`src/rtl/ksm_pkg.sv`:
```
package ksm_pkg;

  localparam int SAMPLE_W = 16;
  localparam int VALUE_W  = 32;

  // Resolution mode codes.
  localparam logic [1:0] MODE_8BIT  = 2'd0;
  localparam logic [1:0] MODE_12BIT = 2'd1;
  localparam logic [1:0] MODE_10BIT = 2'd2;
  localparam logic [1:0] MODE_16BIT = 2'd3;

  typedef enum logic {
    ALU_ADD = 1'b0,
    ALU_SUB = 1'b1
  } alu_op_t;

  typedef enum logic [13:0] {
    ST_IDLE  = 14'b00000000000001,
    ST_PRED  = 14'b00000000000010,
    ST_DEN   = 14'b00000000000100,
    ST_DINIT = 14'b00000000001000,
    ST_DIV   = 14'b00000000010000,
    ST_DIFF1 = 14'b00000000100000,
    ST_DIFF2 = 14'b00000001000000,
    ST_MUL1  = 14'b00000010000000,
    ST_RND1  = 14'b00000100000000,
    ST_EST   = 14'b00001000000000,
    ST_OMG   = 14'b00010000000000,
    ST_MUL2  = 14'b00100000000000,
    ST_RND2  = 14'b01000000000000,
    ST_HOLD  = 14'b10000000000000
  } state_t;

endpackage

```
`src/rtl/ksm_alu.sv`:
```
module ksm_alu import ksm_pkg::*; #(
  parameter int W = 65
) (
  input  logic [W-1:0] a,
  input  logic [W-1:0] b,
  input  alu_op_t      op,
  output logic [W:0]   res
);

  logic [W-1:0] b_eff;
  logic         cin;

  // For a subtract, res[W] is high when a >= b (no borrow).
  assign cin   = (op == ALU_SUB);
  assign b_eff = (op == ALU_SUB) ? ~b : b;
  assign res   = {1'b0, a} + {1'b0, b_eff} + {{W{1'b0}}, cin};

endmodule

```
`src/rtl/ksm_core.sv`:
```
module ksm_core import ksm_pkg::*; #(
  parameter int SAMPLE_BITS = 16,
  parameter int FRAC_BITS   = 16
) (
  input  logic                clk,
  input  logic                rst,
  input  logic                start,
  input  logic [SAMPLE_W-1:0] sample,
  input  logic [1:0]          mode,
  input  logic                out_free,
  output logic                idle,
  output logic                done,
  output logic [VALUE_W-1:0]  result
);

  localparam int GW  = FRAC_BITS + 1;
  localparam int SW  = SAMPLE_BITS + FRAC_BITS;
  localparam int MW  = (SW > 32) ? SW : 32;
  localparam int AW  = MW + GW;
  localparam int RW  = (FRAC_BITS + 7 > 32) ? FRAC_BITS + 7 : 32;
  localparam int DW  = RW + 1;
  localparam int DDW = 33 + FRAC_BITS;
  localparam int CW  = $clog2(GW);

  localparam logic [31:0]  Q_TENTH = 32'(((64'd1 << FRAC_BITS) + 64'd5) / 64'd10);
  localparam logic [31:0]  Q_ONE   = 32'(64'd1 << FRAC_BITS);
  localparam logic [DW-1:0] R_HALF = DW'(64'd1 << (FRAC_BITS - 1));
  localparam logic [DW-1:0] R_NINE = DW'(64'd9 << FRAC_BITS);
  localparam logic [DW-1:0] R_FOUR = DW'(64'd4 << FRAC_BITS);
  localparam logic [DW-1:0] R_HUND = DW'(64'd100 << FRAC_BITS);
  localparam logic [GW-1:0] ONE_G  = {1'b1, {FRAC_BITS{1'b0}}};

  state_t state;
  logic [CW-1:0] cnt;
  logic [31:0] est;
  logic [31:0] var_q;

  logic [SAMPLE_BITS-1:0] samp;
  logic [DW-1:0] denom;
  logic [DW-1:0] rem;
  logic [GW-1:0] qreg;
  logic [GW-1:0] gain;
  logic [MW-1:0] mreg;
  logic [AW-1:0] acc;
  logic          up;

  logic [31:0]   q_sel;
  logic [DW-1:0] r_sel;
  logic [SW-1:0] sample_fx;
  logic [AW-1:0] a_op;
  logic [AW-1:0] b_op;
  alu_op_t       op;
  logic [AW:0]   res;
  logic [31:0]   res_sat;

  ksm_alu #(.W(AW)) u_alu (
    .a   (a_op),
    .b   (b_op),
    .op  (op),
    .res (res)
  );

  always_comb begin
    case (mode)
      MODE_8BIT: begin
        q_sel = Q_TENTH;
        r_sel = R_HALF;
      end
      MODE_12BIT: begin
        q_sel = Q_TENTH;
        r_sel = R_NINE;
      end
      MODE_10BIT: begin
        q_sel = Q_TENTH;
        r_sel = R_FOUR;
      end
      default: begin
        q_sel = Q_ONE;
        r_sel = R_HUND;
      end
    endcase
  end

  assign sample_fx = {samp, {FRAC_BITS{1'b0}}};
  assign res_sat   = (|res[AW:32]) ? 32'hFFFF_FFFF : res[31:0];

  // Operand selection for the shared adder.
  always_comb begin
    a_op = '0;
    b_op = '0;
    op   = ALU_ADD;
    case (state)
      ST_PRED: begin
        a_op = AW'(var_q);
        b_op = AW'(q_sel);
      end
      ST_DEN: begin
        a_op = AW'(var_q);
        b_op = AW'(r_sel);
      end
      ST_DINIT: begin
        a_op = AW'(var_q) << FRAC_BITS;
        b_op = AW'(denom >> 1);
      end
      ST_DIV: begin
        a_op = AW'({rem, qreg[GW-1]});
        b_op = AW'(denom);
        op   = ALU_SUB;
      end
      ST_DIFF1: begin
        a_op = AW'(sample_fx);
        b_op = AW'(est);
        op   = ALU_SUB;
      end
      ST_DIFF2: begin
        a_op = AW'(est);
        b_op = AW'(sample_fx);
        op   = ALU_SUB;
      end
      ST_MUL1, ST_MUL2: begin
        a_op = acc << 1;
        b_op = qreg[GW-1] ? AW'(mreg) : '0;
      end
      ST_RND1, ST_RND2: begin
        a_op = acc >> FRAC_BITS;
        b_op = AW'(acc[FRAC_BITS-1]);
      end
      ST_EST: begin
        a_op = AW'(est);
        b_op = acc;
        op   = up ? ALU_ADD : ALU_SUB;
      end
      ST_OMG: begin
        a_op = AW'(ONE_G);
        b_op = AW'(gain);
        op   = ALU_SUB;
      end
      default: begin
        a_op = '0;
      end
    endcase
  end

  // Sequencer and filter state.
  always_ff @(posedge clk) begin
    if (rst) begin
      state <= ST_IDLE;
      cnt   <= '0;
      est   <= '0;
      var_q <= Q_ONE;
    end else begin
      case (state)
        ST_IDLE: begin
          if (start) begin
            state <= ST_PRED;
          end
        end
        ST_PRED: begin
          var_q <= res_sat;
          state <= ST_DEN;
        end
        ST_DEN: begin
          state <= ST_DINIT;
        end
        ST_DINIT: begin
          cnt   <= CW'(GW - 1);
          state <= ST_DIV;
        end
        ST_DIV: begin
          if (cnt == '0) begin
            state <= ST_DIFF1;
          end else begin
            cnt <= cnt - 1'b1;
          end
        end
        ST_DIFF1: begin
          cnt   <= CW'(GW - 1);
          state <= res[AW] ? ST_MUL1 : ST_DIFF2;
        end
        ST_DIFF2: begin
          state <= ST_MUL1;
        end
        ST_MUL1: begin
          if (cnt == '0) begin
            state <= ST_RND1;
          end else begin
            cnt <= cnt - 1'b1;
          end
        end
        ST_RND1: begin
          state <= ST_EST;
        end
        ST_EST: begin
          if (up) begin
            est <= res_sat;
          end else begin
            // A borrow means the correction exceeds the estimate: clamp at zero.
            est <= res[AW] ? res[31:0] : 32'd0;
          end
          state <= ST_OMG;
        end
        ST_OMG: begin
          cnt   <= CW'(GW - 1);
          state <= ST_MUL2;
        end
        ST_MUL2: begin
          if (cnt == '0) begin
            state <= ST_RND2;
          end else begin
            cnt <= cnt - 1'b1;
          end
        end
        ST_RND2: begin
          var_q <= res_sat;
          state <= ST_HOLD;
        end
        ST_HOLD: begin
          if (out_free) begin
            state <= ST_IDLE;
          end
        end
        default: begin
          state <= ST_IDLE;
        end
      endcase
    end
  end

  // Working registers of the divider and the multiplier.
  always_ff @(posedge clk) begin
    case (state)
      ST_IDLE: begin
        if (start) begin
          samp <= sample[SAMPLE_BITS-1:0];
        end
      end
      ST_DEN: begin
        denom <= res[DW-1:0];
      end
      ST_DINIT: begin
        // The high part starts the remainder; the low GW bits feed in one per step.
        rem  <= DW'(res[DDW-1:GW]);
        qreg <= res[GW-1:0];
      end
      ST_DIV: begin
        qreg <= {qreg[GW-2:0], res[AW]};
        rem  <= res[AW] ? res[DW-1:0] : {rem[DW-2:0], qreg[GW-1]};
        if (cnt == '0) begin
          gain <= {qreg[GW-2:0], res[AW]};
        end
      end
      ST_DIFF1: begin
        up   <= res[AW];
        mreg <= res[MW-1:0];
        acc  <= '0;
      end
      ST_DIFF2: begin
        mreg <= res[MW-1:0];
      end
      ST_MUL1, ST_MUL2: begin
        acc  <= res[AW-1:0];
        qreg <= qreg << 1;
      end
      ST_RND1: begin
        acc <= res[AW-1:0];
      end
      ST_OMG: begin
        qreg <= res[GW-1:0];
        mreg <= MW'(var_q);
        acc  <= '0;
      end
      default: begin
        up <= up;
      end
    endcase
  end

  assign idle   = (state == ST_IDLE);
  assign done   = (state == ST_HOLD) && out_free;
  assign result = est;

endmodule

```
`src/rtl/adc_scalar_kalman_smoother.sv`:
```
// The result for an accepted input beat is worked out by one shared adder stepping
// through a bit-serial divide and two bit-serial multiplies before its result beat.
// A new sample is taken only once the last one is through: in_ready is low while a
// sample is in work. A finished result waits in an output register.
// Reset clears the estimate to zero, the variance to 1.0 and the mode to 16-bit.
module adc_scalar_kalman_smoother import ksm_pkg::*; #(
  parameter int SAMPLE_BITS = 16,
  parameter int FRAC_BITS   = 16
) (
  input  logic                clk,
  input  logic                rst,
  input  logic                cfg_wr_en,
  input  logic [1:0]          cfg_wr_data,
  input  logic                in_valid,
  output logic                in_ready,
  input  logic [SAMPLE_W-1:0] raw_sample,
  output logic                out_valid,
  input  logic                out_ready,
  output logic [VALUE_W-1:0]  smoothed_value
);

  logic [1:0]         resolution_mode;
  logic               core_idle;
  logic               core_done;
  logic               out_free;
  logic [VALUE_W-1:0] core_result;

  always_ff @(posedge clk) begin
    if (rst) begin
      resolution_mode <= MODE_16BIT;
    end else if (cfg_wr_en) begin
      resolution_mode <= cfg_wr_data;
    end
  end

  assign in_ready = core_idle;
  assign out_free = !out_valid || out_ready;

  ksm_core #(
    .SAMPLE_BITS (SAMPLE_BITS),
    .FRAC_BITS   (FRAC_BITS)
  ) u_core (
    .clk      (clk),
    .rst      (rst),
    .start    (in_valid && core_idle),
    .sample   (raw_sample),
    .mode     (resolution_mode),
    .out_free (out_free),
    .idle     (core_idle),
    .done     (core_done),
    .result   (core_result)
  );

  always_ff @(posedge clk) begin
    if (rst) begin
      out_valid <= 1'b0;
    end else if (core_done) begin
      out_valid <= 1'b1;
    end else if (out_ready) begin
      out_valid <= 1'b0;
    end
  end

  always_ff @(posedge clk) begin
    if (core_done) begin
      smoothed_value <= core_result;
    end
  end

endmodule

```
`config.mk`:
```
export PLATFORM = sky130hd
export DESIGN_NAME = adc_scalar_kalman_smoother
export DESIGN_NICKNAME = d
export VERILOG_FILES = /design/src/rtl/ksm_pkg.sv /design/src/rtl/ksm_alu.sv /design/src/rtl/ksm_core.sv /design/src/rtl/adc_scalar_kalman_smoother.sv
export SDC_FILE = /design/constraint.sdc
export NUM_CORES = 1
export LEC_CHECK = 0
export ABC_AREA = 1
export BUFFER_PORTS_ARGS = -buffer_cell sky130_fd_sc_hd__buf_2
export CAP_MARGIN = 5
export CELL_PAD_IN_SITES_DETAIL_PLACEMENT = 0
export CELL_PAD_IN_SITES_GLOBAL_PLACEMENT = 2
export CORE_UTILIZATION = 42
export DETAILED_ROUTE_END_ITERATION = 8
export PLACE_DENSITY_LB_ADDON = 0.1
export SYNTH_ARGS = -nofsm -noshare
export SYNTH_HDL_FRONTEND = slang
export SYNTH_SLANG_ARGS = --single-unit
```
`constraint.sdc`:
```
create_clock -name clk -period 9.3 [get_ports clk]
set_input_delay 0.93 -clock clk [delete_from_list [all_inputs] [get_ports clk]]
set_output_delay 0.93 -clock clk [all_outputs]
set_load 0.05 [all_outputs]
```
==> flow_summary.ini <==
[timing]
setup_tns_ns = 0
rsz0062_at_grt = no
clock_skew_ns = 0.0236
fin_crit_sh_pct = 81.4
drv_slew = 0
finalSetupViolCount = 0
hold_ws_ns = 0.452
period_needed_ns = 7.57
relSlewSlack_pct = 13.8
worst_pin_slew_ns = 1.29
clock.fmax_ghz = 0.132
hold_violations = 0

[worst_setup_path]
cp_top_family = simple AND/OR/NAND/NOR gates
critical_path.max_stage_delay_ns = 0.65
reg2reg_depth = 28
arrival_ns = 7.99
path_buf_inv = 4
worstReg2RegEnd = u_core.result[2]
critPathLaunchType = flip-flop
rr_startpoint = u_core.state[0]
cpMostUsedCell = nand2_1
required_ns = 9.73
worstSetupPathType = flip-flop to flip-flop
endpoint_kind = flip-flop
slowest_stage = nor2_4
r2r_slack_ns = 1.73
cp.depth = 28
crit_fanout = 28

[clocking]
cts_tree = yes
insertion_delay_ns = 0.58
clock-sinks = 316
numCtsBuffers = 39
holdBufCountCts = 0
cts_buffer_depth = 3
htreeDepth = 2
clockRootBuffer = clkbuf_16
cts_resized = 0
clkTransAtPathRegs_ns = 0.06
post_cts_buffers = 0

[power_and_ir_drop]
power_density_nw_per_um2 = 146
p_sw_share_pct = 23.2
p_leak_nw = 9.58
power_switching_mw = 0.742
seq_power_share_pct = 47.6
ir_drop_v = 0.000129
clock_power_share_pct = 49.6
power_mw = 3.20
p_int_mw = 2.46
pwr-share-comb_pct = 2.8

[die]
ios = 57
die_w_um = 218
die_area_um2 = 47700
fp-row-count = 78
dieHeight_um = 218
initial_core_util_pct = 43.0
core_region_area_um2 = 45800

[layout]
drive_gt1_share_pct = 10.7
syn_to_final_growth_pct = 11.3
antenna_cells = 0
mostFrequentLayoutCell = nand2_1
final_cell_mix = 568 x nand2_1, 342 x inv_1, 230 x edfxtp_1, 210 x nor2_1, 198 x o21ai_0
nets = 2574

[placed_design]
post-dp-hpwl_um = 66000
place.gp.congestion = 1.03
port_buffers = 56

[synth]
yosys.cell_types.count = 54
synthArstFlopShare_pct = 0
synth_edf_count = 230
syn-num-nets = 2542
synth-seq-cells = 316
synth-seq-area-share_pct = 43.9
synthMuxAreaShare_pct = 0
syn_inst = 2468
synth_simple_gate_area_share_pct = 21.1
synthAdderAreaFrac_pct = 3.28
yosysTopAreaCellShare_pct = 35.1
synth-xor-area-share_pct = 3.65
avgSynthCellArea_um2 = 7.97
synth-compound-area-share_pct = 18.9
synth_ff_type = edfxtp_1
synth_top_family_by_area = simple AND/OR/NAND/NOR gates
synth_top_area_cell = edfxtp_1
syn_area_um2 = 19700
synth_area_leaders = edfxtp_1 35%, nand2_1 11%, dfxtp_1 8.8%
yosysWarnings = 0

[hold_path]
min-delay-start = u_core.qreg[7]
hold_depth = 0
holdPathEnd = u_core.gain[8]
min_path_type = flip-flop to flip-flop

[route]
vias = 19000
wl_per_cell_um = 28.8
drt_iter0_markers = 2391
firstDrtPassIters = 6
ant_nets = 0
routed_via_density = 6.06
route.detailed.drc = 0
routed_wl_um = 90300

[flow_run]
drv_cap = 0

[global_routing]
grt_pass1_wl_um = 129000
grt_pass1_vias = 18100
grt_remaining_overflow = 0
grt_usage_pct = 37.9
grt_max_degree = 65
antenna_found_initial = 2

[run_status]
status = completed
[state kept, by name (all words and copies together) (netlist names)]
signal	flops
u_core.acc	49
u_core.denom	33
u_core.rem	33
smoothed_value	32
u_core.mreg	32
u_core.result	32
u_core.var_q	32
u_core.gain	17
u_core.qreg	17
u_core.samp	16
u_core.state	14
u_core.cnt	5
resolution_mode	2
out_valid	1
u_core.up	1
[layout make-up]
type	count	area (um2)
Clock buffer	53	1070
Clock inverter	19	229
Fill cell	4616	23900
Inverter	357	1340
Multi-Input combinational cell	1689	9260
Sequential cell	316	8630
Tap cell	600	751
Timing Repair Buffer	97	601
[synthesized netlist by cell type (5+ instances only)]
cell,number
buf_6,6
nand3_1,54
nor2_1,214
o21bai_2,25
xnor2_1,18
ha_1,50
xor2_1,62
clkbuf_1,79
a2111o_1,8
inv_2,5
inv_1,348
o221ai_1,26
buf_1,10
or2_2,5
nor3_1,18
nor2_2,5
o2111ai_1,27
edfxtp_1,230
nand4_1,14
a21o_1,7
a2111oi_0,11
nor4_1,10
dfxtp_1,86
o21ai_0,198
a221oi_1,29
nand2_4,7
nor2_4,5
a31oi_1,6
a21oi_1,181
o22ai_1,53
nand2_2,15
nand2_1,571
o211ai_1,5
buf_2,10
nand3_2,32
o21bai_1,11
[routing by layer]
metal	routed length (um)	global-route usage, %
met1	37900	53.6
met2	38800	56.5
met3	9860	7.08
met4	3710	15.9
met5	11	0
[metrics by stage]
step,setup WS (ns),instance area (um2),cells,utilization (%)
floorplan,3.93,19700,2468,-
global placement,2.15,20600,3059,45.0
detailed placement,2.16,20600,3059,45.0
CTS,2.13,21900,3131,47.8
global route,1.52,21900,3131,47.8
finish,1.73,21900,3131,47.8
[logic make-up after synthesis]
group,after synthesis
flops,316
compound gates,599
xor+xnor,81
buf+inv,463
simple gates,958
fa+ha+maj,51
[worst max-delay path by stage]
stage                                    to            start  slack (ns)
after global placement      u_core.var_q[0]  u_core.state[0]        2.15
after global routing       u_core.result[2]  u_core.state[0]        1.52
final                      u_core.result[2]  u_core.state[0]        1.73
after floorplan            u_core.var_q[28]  u_core.state[8]        3.93
after detailed placement  u_core.result[13]  u_core.state[0]        2.16
after CTS                 u_core.result[13]  u_core.state[0]        2.13
[power by group through the flow]
stage | registers (mW) | clock network, mW | logic [mW]
global placement | 1.55 | 0 | 0.0878
global route | 1.52 | 1.64 | 0.0960
finish | 1.52 | 1.59 | 0.0912
detailed placement | 1.55 | 0 | 0.0885
CTS | 1.52 | 1.60 | 0.0887
floorplan | 1.55 | 0 | 0.0504
Note: power is estimated with default switching activity, not from simulation.
